==> src/design/mac_pkg.sv <==
// shared types, codes and character helpers for the mail address classifier
// no dependencies; imported by mac_scan and mail_address_classifier
package mac_pkg;

  // bytes past this count are dropped and the address ends there
  localparam logic [7:0] ADDR_MAX = 8'd255;

  localparam logic [7:0] CH_SPACE   = 8'h20;
  localparam logic [7:0] CH_OPEN    = 8'h28;  // (
  localparam logic [7:0] CH_CLOSE   = 8'h29;  // )
  localparam logic [7:0] CH_COLON   = 8'h3a;
  localparam logic [7:0] CH_SLASH   = 8'h2f;
  localparam logic [7:0] CH_DOT     = 8'h2e;
  localparam logic [7:0] CH_AT      = 8'h40;
  localparam logic [7:0] CH_BANG    = 8'h21;
  localparam logic [7:0] CH_PERCENT = 8'h25;
  localparam logic [7:0] CH_DASH    = 8'h2d;
  localparam logic [7:0] CH_END     = 8'h00;

  typedef enum logic [1:0] {
    CLASS_NONE  = 2'd0,
    CLASS_FIDO  = 2'd1,
    CLASS_EMAIL = 2'd2
  } addr_class_t;

  typedef enum logic [3:0] {
    LOC_OPEN        = 4'd0,
    LOC_FIRST_DIGIT = 4'd1,
    LOC_FIRST_NUM   = 4'd2,
    LOC_NET_DIGIT   = 4'd3,
    LOC_NET_NUM     = 4'd4,
    LOC_NODE_DIGIT  = 4'd5,
    LOC_NODE_NUM    = 4'd6,
    LOC_POINT_DIGIT = 4'd7,
    LOC_POINT_NUM   = 4'd8,
    LOC_CLOSED      = 4'd9,
    LOC_FAIL        = 4'd10
  } loc_phase_t;

  typedef enum logic [2:0] {
    EM_LEFT     = 3'd0,
    EM_AFTER_AT = 3'd1,
    EM_RIGHT    = 3'd2,
    EM_CUT      = 3'd3,
    EM_FAIL     = 3'd4
  } em_phase_t;

  typedef struct packed {
    addr_class_t addr_class;
    logic [15:0] zone;
    logic [15:0] net;
    logic [15:0] node;
    logic [15:0] point;
    logic [7:0]  kept;
  } mac_result_t;

  function automatic logic is_digit(input logic [7:0] c);
    return (c >= 8'h30) && (c <= 8'h39);
  endfunction

  function automatic logic is_name_char(input logic [7:0] c);
    return ((c >= 8'h41) && (c <= 8'h5a)) || ((c >= 8'h61) && (c <= 8'h7a)) ||
           is_digit(c) || (c == CH_DASH);
  endfunction

endpackage

==> src/design/mac_scan.sv <==
// per-byte scanner state for fidonet and email-like address forms
// depends on mac_pkg; result is combinational from the held state
module mac_scan
  import mac_pkg::*;
(
  input  logic        clk,
  input  logic        rst,
  input  logic        step,
  input  logic [7:0]  ch,
  output mac_result_t result
);

  typedef struct packed {
    logic [7:0]  byte_pos;
    logic [7:0]  word_start;
    logic        earlier_names;
    logic        cur_name;
    logic        seen_space;
    loc_phase_t  loc;
    logic [15:0] acc;
    logic        in_digits;
    logic [15:0] zone;
    logic [15:0] net;
    logic [15:0] node;
    logic [15:0] point;
    em_phase_t   em;
    logic [7:0]  cut;
  } scan_state_t;

  localparam scan_state_t SCAN_RESET = '{
    byte_pos: 8'd0, word_start: 8'd0, earlier_names: 1'b1, cur_name: 1'b1,
    seen_space: 1'b0, loc: LOC_OPEN, acc: 16'd0, in_digits: 1'b0,
    zone: 16'd0, net: 16'd0, node: 16'd0, point: 16'd0,
    em: EM_LEFT, cut: 8'd0
  };

  scan_state_t st;
  scan_state_t st_next;

  logic        dig;
  logic        take;
  logic [15:0] dval;
  logic [15:0] acc_step;

  assign dig      = is_digit(ch);
  assign take     = st.in_digits && dig;
  assign dval     = {12'd0, ch[3:0]};
  assign acc_step = (st.acc << 3) + (st.acc << 1) + dval;

  always_comb begin
    st_next = st;
    if (step) begin
      if (ch == CH_END) begin
        st_next = SCAN_RESET;
      end else if (st.byte_pos < ADDR_MAX) begin
        // email-like form
        unique case (st.em)
          EM_LEFT: begin
            if (ch == CH_AT) begin
              st_next.em = EM_AFTER_AT;
            end else if (ch == CH_SPACE || ch == CH_BANG || ch == CH_DOT ||
                         ch == CH_PERCENT) begin
              st_next.em = EM_FAIL;
            end
          end
          EM_AFTER_AT, EM_RIGHT: begin
            if (ch == CH_SPACE) begin
              st_next.cut = st.byte_pos;
              st_next.em  = EM_CUT;
            end else if (ch == CH_BANG || ch == CH_AT || ch == CH_PERCENT) begin
              st_next.em = EM_FAIL;
            end else begin
              st_next.em = EM_RIGHT;
            end
          end
          default: begin
          end
        endcase

        if (ch == CH_SPACE) begin
          st_next.earlier_names = st.earlier_names && st.cur_name;
          st_next.seen_space    = 1'b1;
          st_next.word_start    = st.byte_pos + 8'd1;
          st_next.cur_name      = 1'b1;
          st_next.loc           = LOC_OPEN;
          st_next.acc           = 16'd0;
          st_next.in_digits     = 1'b0;
          st_next.zone          = 16'd0;
          st_next.net           = 16'd0;
          st_next.node          = 16'd0;
          st_next.point         = 16'd0;
        end else begin
          if (!is_name_char(ch)) st_next.cur_name = 1'b0;
          // last-word location parse
          unique case (st.loc)
            LOC_OPEN: begin
              st_next.loc = (ch == CH_OPEN) ? LOC_FIRST_DIGIT : LOC_FAIL;
            end
            LOC_FIRST_DIGIT, LOC_NET_DIGIT, LOC_NODE_DIGIT, LOC_POINT_DIGIT: begin
              if (dig) begin
                st_next.acc       = dval;
                st_next.in_digits = 1'b1;
                st_next.loc       = loc_phase_t'(st.loc + 4'd1);
              end else begin
                st_next.loc = LOC_FAIL;
              end
            end
            LOC_FIRST_NUM: begin
              if (take) begin
                st_next.acc = acc_step;
              end else begin
                st_next.in_digits = 1'b0;
                if (ch == CH_COLON) begin
                  st_next.zone = st.acc;
                  st_next.loc  = LOC_NET_DIGIT;
                end else if (ch == CH_SLASH) begin
                  st_next.net = st.acc;
                  st_next.loc = LOC_NODE_DIGIT;
                end else if (ch == CH_CLOSE) begin
                  st_next.loc = LOC_FAIL;
                end
              end
            end
            LOC_NET_NUM: begin
              if (take) begin
                st_next.acc = acc_step;
              end else begin
                st_next.in_digits = 1'b0;
                if (ch == CH_SLASH) begin
                  st_next.net = st.acc;
                  st_next.loc = LOC_NODE_DIGIT;
                end else if (ch == CH_CLOSE) begin
                  st_next.loc = LOC_FAIL;
                end
              end
            end
            LOC_NODE_NUM: begin
              if (take) begin
                st_next.acc = acc_step;
              end else begin
                st_next.in_digits = 1'b0;
                if (ch == CH_DOT) begin
                  st_next.node = st.acc;
                  st_next.loc  = LOC_POINT_DIGIT;
                end else if (ch == CH_CLOSE) begin
                  st_next.node = st.acc;
                  st_next.loc  = LOC_CLOSED;
                end
              end
            end
            LOC_POINT_NUM: begin
              if (take) begin
                st_next.acc = acc_step;
              end else begin
                st_next.in_digits = 1'b0;
                if (ch == CH_CLOSE) begin
                  st_next.point = st.acc;
                  st_next.loc   = LOC_CLOSED;
                end
              end
            end
            default: begin
              st_next.loc = LOC_FAIL;
            end
          endcase
        end
        st_next.byte_pos = st.byte_pos + 8'd1;
      end
    end
  end

  always_ff @(posedge clk) begin
    if (rst) begin
      st <= SCAN_RESET;
    end else begin
      st <= st_next;
    end
  end

  // fidonet wins over email-like
  always_comb begin
    result = '{addr_class: CLASS_NONE, zone: 16'd0, net: 16'd0, node: 16'd0,
               point: 16'd0, kept: 8'd0};
    if (st.seen_space && st.earlier_names && st.loc == LOC_CLOSED) begin
      result.addr_class = CLASS_FIDO;
      result.zone       = st.zone;
      result.net        = st.net;
      result.node       = st.node;
      result.point      = st.point;
      result.kept       = st.word_start - 8'd1;
    end else if (st.em == EM_RIGHT) begin
      result.addr_class = CLASS_EMAIL;
      result.kept       = st.byte_pos;
    end else if (st.em == EM_CUT) begin
      result.addr_class = CLASS_EMAIL;
      result.kept       = st.cut;
    end
  end

endmodule

==> src/design/mail_address_classifier.sv <==
// top level of the mail address classifier: input register, scanner, result register
// depends on mac_pkg and mac_scan
//
//   channel   signals                                   moves
//   input     in_valid, in_stall, char_in               one address byte per item
//   output    out_valid, out_stall, address_class,      one result per zero byte
//             zone/net/node/point_number, kept_length
//
// one byte per cycle sustained unless a zero byte waits on a stalled result; a byte
// updates the scanner state as it leaves the input register, a zero byte also loads
// the result register, so a result is registered as its zero byte leaves the input
// register; rst is synchronous and returns the scanner to the start of an address
// a waiting result stalls only a following zero byte; other bytes keep flowing
module mail_address_classifier
  import mac_pkg::*;
(
  input  logic        clk,
  input  logic        rst,
  input  logic        in_valid,
  output logic        in_stall,
  input  logic [7:0]  char_in,
  output logic        out_valid,
  input  logic        out_stall,
  output logic [1:0]  address_class,
  output logic [15:0] zone_number,
  output logic [15:0] net_number,
  output logic [15:0] node_number,
  output logic [15:0] point_number,
  output logic [7:0]  kept_length
);

  logic        hold_valid;
  logic [7:0]  hold_char;
  logic        out_free;
  logic        advance;
  logic        finish;
  mac_result_t result;

  assign out_free = !out_valid || !out_stall;
  assign advance  = hold_valid && ((hold_char != CH_END) || out_free);
  assign finish   = advance && (hold_char == CH_END);
  assign in_stall = hold_valid && !advance;

  always_ff @(posedge clk) begin
    if (rst) begin
      hold_valid <= 1'b0;
    end else if (!in_stall) begin
      hold_valid <= in_valid;
    end
  end

  always_ff @(posedge clk) begin
    if (!in_stall && in_valid) hold_char <= char_in;
  end

  mac_scan u_scan (
    .clk    (clk),
    .rst    (rst),
    .step   (advance),
    .ch     (hold_char),
    .result (result)
  );

  always_ff @(posedge clk) begin
    if (rst) begin
      out_valid <= 1'b0;
    end else if (finish) begin
      out_valid <= 1'b1;
    end else if (!out_stall) begin
      out_valid <= 1'b0;
    end
  end

  always_ff @(posedge clk) begin
    if (finish) begin
      address_class <= result.addr_class;
      zone_number   <= result.zone;
      net_number    <= result.net;
      node_number   <= result.node;
      point_number  <= result.point;
      kept_length   <= result.kept;
    end
  end

  // a stall at the input only ever comes from a zero byte behind a waiting result
  a_stall_cause: assert property (@(posedge clk) disable iff (rst)
    in_stall |-> (hold_char == CH_END && out_valid && out_stall))
    else $error("input stalled without a blocked result");

  // numbers are only reported for fidonet addresses
  a_numbers_zero: assert property (@(posedge clk) disable iff (rst)
    (out_valid && address_class != CLASS_FIDO) |->
      (zone_number == 16'd0 && net_number == 16'd0 &&
       node_number == 16'd0 && point_number == 16'd0))
    else $error("numbers set on a non-fidonet result");

  // an unrecognised address keeps nothing
  a_none_kept: assert property (@(posedge clk) disable iff (rst)
    (out_valid && address_class == CLASS_NONE) |-> (kept_length == 8'd0))
    else $error("kept length set on an unrecognised result");

  // a finished zero byte always produces a result on the next cycle
  a_finish_out: assert property (@(posedge clk) disable iff (rst)
    finish |=> out_valid)
    else $error("zero byte left no result");

endmodule
==> config.mk <==
export PLATFORM = sky130hd
export DESIGN_NAME = mail_address_classifier
export DESIGN_NICKNAME = d
export VERILOG_FILES = /design/src/design/mac_pkg.sv /design/src/design/mac_scan.sv /design/src/design/mail_address_classifier.sv
export SDC_FILE = /design/constraint.sdc
export NUM_CORES = 1
export LEC_CHECK = 0
export BUFFER_PORTS_ARGS = -buffer_cell sky130_fd_sc_hd__buf_2
export CAP_MARGIN = 10
export CORE_MARGIN = 4
export CORE_UTILIZATION = 54
export DETAILED_ROUTE_END_ITERATION = 8
export GPL_TIMING_DRIVEN = 0
export PLACE_DENSITY = 0.89
export SKIP_CTS_REPAIR_TIMING = 1
export SYNTH_ARGS = -nofsm -noshare
export SYNTH_HDL_FRONTEND = slang
export SYNTH_SLANG_ARGS = --single-unit
==> constraint.sdc <==
create_clock -name clk -period 5.5 [get_ports clk]
set_input_delay 0.55 -clock clk [delete_from_list [all_inputs] [get_ports clk]]
set_output_delay 0.55 -clock clk [all_outputs]
set_load 0.02 [all_outputs]
Yosys cells after proc, flatten, opt, wreduce, memory -nomap -nowiden
Index checks and enable logic that the tools add are counted.
{"block": "word_totals", "out_inout_bits": 76, "ff_bits": 199}
{"block": "op_classes", "reduce_logical": 56, "eq_ne": 33, "muxes": 50, "order_cmp": 7, "add_sub_neg": 5}
{"cell": "2-to-1 mux 115 bit", "count": 2}
{"cell": "2-to-1 mux 16 bit", "count": 12}
{"cell": "2-to-1 mux 85 bit", "count": 1}
{"cell": "== test 8 x 6 -> 1 bit (second input constant)", "count": 9}
{"cell": "one-hot mux 17 bit (3 select lines)", "count": 1}
{"cell": "2-to-1 mux 4 bit", "count": 11}
{"cell": "2-to-1 mux 8 bit", "count": 5}
{"cell": "2-to-1 mux 33 bit", "count": 1}
{"cell": "one-hot mux 16 bit (2 select lines)", "count": 1}
{"cell": "one-hot mux 4 bit (6 select lines)", "count": 1}
{"cell": "inequality test 4 bit (second input constant)", "count": 5}
{"cell": "AND reduction 6 bit", "count": 3}
{"cell": "nonzero test 3 bit", "count": 6}
{"cell": "2-to-1 mux 17 bit", "count": 1}
{"cell": "adder 16 bit", "count": 1}
{"cell": "adder 16 x 4 -> 16 bit", "count": 1}
{"cell": "== test 4 x 3 -> 1 bit (second input constant)", "count": 4}
{"cell": "greater-or-equal comparator 8 x 7 -> 1 bit (second input constant)", "count": 2}
{"cell": "<= comparator 8 x 7 -> 1 bit (second input constant)", "count": 2}
{"cell": "AND reduction 5 bit", "count": 3}
{"cell": "2-to-1 mux 3 bit", "count": 4}
{"cell": "AND reduction 4 bit", "count": 3}
{"cell": "logical AND 1 bit", "count": 11}
{"cell": "logical OR 1 bit", "count": 10}
{"cell": "34 further kinds", "count": 51}

Depth between registers and ports, before layout
{"block": "depth", "word_depth": 9, "ltp_mapped": 11, "ltp_nobuf": 10}

Cells and area by module
From an unflattened synthesis, not the netlist that was laid out.
{"block": "hier_totals", "cells_unflattened": 940, "hier_area_um2": 9272.6}
{"module": "mac_scan", "n_inst": 1, "cells_each": 841, "area_per_inst_um2": 6656.4}
{"module": "mail_address_classifier", "n_inst": 1, "cells_each": 99, "area_per_inst_um2": 2616.3}

Least setup slack after synthesis
Ideal clock, no wire load.
{"block": "synth_path", "path_type": "register -> register", "startpoint": "register hold_char[0]", "endpoint": "register address_class[0] (enable)", "arrival_time_ns": 5.421, "slack_ns": -0.454, "n_path_buf": 2, "path_stages_with_launch": 7, "period_less_slack_ns": 5.954, "path_cell_list": "edfxtp_1 or4_4 buf_6 nor3_4 clkbuf_1 nand2_1 a21oi_1"}
{"block": "synth_via", "elab_chain_cells": 4}
{"element": "start, declared", "line_no": "mail_address_classifier.sv:33", "text": "logic [7:0] hold_char;"}
{"element": "start signal, assigned", "line_no": "mail_address_classifier.sv:53", "text": "if (!in_stall && in_valid) hold_char <= char_in;"}
{"element": "nonzero test 8 bit", "line_no": "mail_address_classifier.sv:40", "text": "assign advance = hold_valid && ((hold_char != CH_END) || out_free);"}
{"element": "logical OR 1 bit", "line_no": "mail_address_classifier.sv:40"}
{"element": "logical AND 1 bit", "line_no": "mail_address_classifier.sv:40"}
{"element": "logical AND 1 bit *", "line_no": "mail_address_classifier.sv:41", "text": "assign finish = advance && (hold_char == CH_END);"}
{"element": "net finish", "line_no": "mail_address_classifier.sv:36", "text": "logic finish;"}
{"element": "end signal, assigned", "line_no": "mail_address_classifier.sv:76", "text": "address_class <= result.addr_class;"}
{"element": "end, declared", "line_no": "mail_address_classifier.sv:24", "text": "output logic [1:0] address_class,"}
The timed path passes the listed nets; every way through them passes the cells marked *.
A chain may end at the register's enable or synchronous reset.

Worst setup path in the final report
{"block": "layout_path", "startpoint": "register hold_char[1]", "endpoint": "output in_stall"}
{"block": "layout_via", "elab_chain_cells": 5}
{"element": "nonzero test 8 bit", "line_no": "mail_address_classifier.sv:40"}
{"element": "logical OR 1 bit", "line_no": "mail_address_classifier.sv:40"}
{"element": "logical AND 1 bit", "line_no": "mail_address_classifier.sv:40"}
{"element": "logical NOT 1 bit", "line_no": "mail_address_classifier.sv:42", "text": "assign in_stall = hold_valid && !advance;"}
{"element": "logical AND 1 bit", "line_no": "mail_address_classifier.sv:42"}
{"element": "end, declared", "line_no": "mail_address_classifier.sv:20", "text": "output logic in_stall,"}
No other way between the ends.

==> reports/qor.csv <==
metric,value,unit
GR Util met3,4.59,%
total track usage,22.6,%
Pleak,4.71,nW
Min-Delay Path Depth,1,
fin crit period,3.53,ns
R2R depth,11,
largest net degree at the start of global routing,34,
cells after synthesis,873,
peak supply drop,0.000212,V
drt drc,0,
Syn Area/Cell,10.6,µm²
via count of the first global-routing pass,6937,
grt ovf,0,
Critical Path Max Stage Delay,0.56,ns
internal power,2.20,mW
CP startpoint kind,flop,
CP max stage cell,or4_4,
"Slew Viols, Final",0,
Power Dens Cells,276,nW/µm²
hold_sp,char_in[2],
Max-cap violations,0,
reg2reg start,hold_char[3],
sequential share of power,52.5,%
Seq cells post-synth,199,
"Cell Area, Synth",9270,µm²
critical-path cell list,or4_4 -> buf_6 -> nor3_4 -> clkbuf_1 -> nand2_1 -> nor2_1 -> buf_2,
Reg2Reg Setup Slack,2.13,ns
DRT iter0 DRCs,663,
fmax,283,MHz
Clock Path Buffers,2,
Post-DRT Antenna Nets,0,
Initial Util,55.5,%
Synth area leader,edfxtp_1,
H-tree levels,4,
first-pass GRT wire length,35500,µm
CORE AREA,16700,µm²
share of cells above drive strength 1,16.3,%
Logic pwr share,3.6,%
TritonCTS clock tree,built,
HPWL Detailed,15100,µm
CP Max Fanout,10,
status,completed,
total net switching power,0.736,mW
RSZ-0062 raised after global routing,no,
clock-pin slew on the worst setup and hold paths,0.08,ns
Clk pwr share,43.9,%
Die Width,139,µm
final worst slack,1.97,ns
vias post-DR,7110,
Die Span Y,139,µm
Sw Ratio,25.0,%
final worst path period share,64.2,%
top cell type's share of synthesized area,26.6,%
DRT Pass-1 Iters,6,
yosys synthesis warning count,0,
n_diodes,0,
Post-synth ARST share,0,%
clock sinks,199,
met1 Use GR,28.4,%
global route hottest layer,met2,
Fill cells,1175,
die footprint,19300,µm²
num ports,88,
Worst R2R End,u_scan.st[89],
CTS buffer count,17,
port buffer count,87,
clk_lat worst skew,0.44,ns
Critical Path End Type,output pin,
routed len/inst,17.9,µm
met2 global-route usage,38.5,%
worst clock skew,0.0109,ns
antenna violations before repair,1,
ys flop type,dfxtp_1,
final WL,21700,µm
Vias/cell,5.86,
critical path class,reg -> out,
Hold Crit Class,in -> reg,
register area share after synthesis,51.9,%
Least-Margin Pin Slew,0.818,ns
GP Congestion,0.910,
final setup fails,0,
root buffer cell,clkbuf_16,
synthesis-to-layout area growth,15.0,%
Final #Nets,1027,
hold-critical path endpoint,hold_char[2],
ranking of synthesized cells by area,"edfxtp_1 27%, dfxtp_1 25%, mux2i_1 7.3%",
worst endpoint data arrival time,2.98,ns
TNS Setup,0,ns
Site Rows,47,
Synth cell types,70,
"EDFF count, synth",82,
Max-slew headroom,45.1,%
"Net Count, Synth",919,
final hold vios,0,
Critical Path RT,4.95,ns
worst slack at placement,2.17,ns
[sequential cells by signal, summed over array words and instances, names as in the netlist]
signal	flops
hold_char	8
u_scan.st	115
address_class	2
out_valid	1
net_number	16
hold_valid	1
point_number	16
zone_number	16
node_number	16
kept_length	8
[metrics by stage]
step | utilization [%] | instance area [µm²] | power, mW | std cells | hold slack [ns]
4_1_cts | 63.8 | 10700 | 2.94 | 1214 | 0.273
3_3_place_gp | 59.8 | 9980 | 1.68 | 1180 | 0.440
5_1_grt | 63.8 | 10700 | 3.03 | 1214 | 0.272
3_5_place_dp | 60.0 | 10000 | 1.68 | 1182 | 0.450
2_1_floorplan | - | 9270 | 1.65 | 873 | 0.431
6_report | 63.8 | 10700 | 2.94 | 1214 | 0.279
[cells in the mapped netlist, types with 3 or more instances]
master     instances
nand3b_1           6
a211o_1            7
ha_1              32
a22oi_1           13
o2111ai_1          3
a31oi_1            4
a21oi_1           44
and3_1             9
nand2_1           41
nand2b_1           6
clkbuf_1          35
o211ai_1           3
buf_6              8
o22ai_1            3
buf_1              3
mux2i_1           68
or3_1              3
o31ai_1            3
nand4_1            4
a22o_1             9
o21ai_0           23
mux2_2             8
xnor2_1           15
inv_1             15
dfxtp_1          117
nor2b_1            5
xor2_1            10
o21a_1             3
nor4_1             6
a21o_1             3
nor2_1           111
o21bai_1           3
nand3_1           35
edfxtp_1          82
nor3_1            11
and2_1            81
[final cells by class]
cell class	instances	area, µm²	area share [%]
tap	220	275	2.58
timing repair buffer	89	475	4.46
inverter	15	56.3	0.528
clock inverter	15	206	1.94
sequential	199	4800	45.1
multi-input combinational	607	4140	38.8
clock buffer	17	425	3.99
buffer	52	278	2.61
[per-layer routing]
layer | wire, µm | part of all wire, %
met3 | 1350 | 6.2
met2 | 10600 | 49
met5 | 7 | 0.032
met4 | 700 | 3.2
met1 | 9050 | 42
[cell families after synthesis]
family | Yosys count | synth area share (%)
AO/OA/AOI/OAI | 137 | 10.2
adder cells (fa/ha/maj) | 34 | 4.75
flip-flops | 199 | 51.9
AND/OR/NAND/NOR | 335 | 18.9
buffers and inverters | 67 | 3.61
multiplexers | 76 | 8.32
XOR/XNOR | 25 | 2.36
[worst max-delay path by stage]
| stage | slack [ns] | startpoint | end | cells past startpoint |
|---|---|---|---|---|
| 6_report | 1.97 | hold_char[1] | in_stall | 7 |
| 5_1_grt | 1.81 | hold_char[3] | u_scan.st[89] | 11 |
| 4_1_cts | 2.00 | hold_char[1] | in_stall | 7 |
| 3_5_place_dp | 2.17 | hold_char[3] | u_scan.st[89] | 11 |
| 3_3_place_gp | 0.28 | hold_char[1] | point_number[11] | 6 |
| 2_1_floorplan | 1.22 | hold_char[0] | address_class[0] | 6 |
[power groups by stage]
stage / sequential (mW) / combinational (mW) / clock [mW]
after global placement: 1.58 / 0.100 / 0
after detailed placement: 1.58 / 0.101 / 0
final: 1.54 / 0.105 / 1.29
after global routing: 1.54 / 0.115 / 1.37
after floorplan: 1.57 / 0.0746 / 0
after CTS: 1.54 / 0.103 / 1.29
[critical path: cells and delay by family (launching register included)]
kind          cells  cell delay, ns
simple gates      4            1.28
flops             1            0.47
buf+inv           3            0.79
[placed cells by master (no fill, tap or decap), types with 7 or more instances in the layout]
cell type,Yosys,layout
mux2i_1,68,68
nand3_1,35,35
clkbuf_1,35,35
a22oi_1,13,13
nor2_1,111,111
xnor2_1,15,15
and2_1,81,81
ha_1,32,32
clkbuf_16,0,17
nor3_1,11,11
buf_6,8,8
and3_1,9,9
edfxtp_1,82,82
dfxtp_1,117,117
inv_1,15,15
xor2_1,10,10
o21ai_0,23,23
a22o_1,9,9
nand2_1,41,41
a211o_1,7,7
buf_2,2,89
mux2_2,8,8
a21oi_1,44,43
Note: power is estimated with default switching activity, not from simulation.
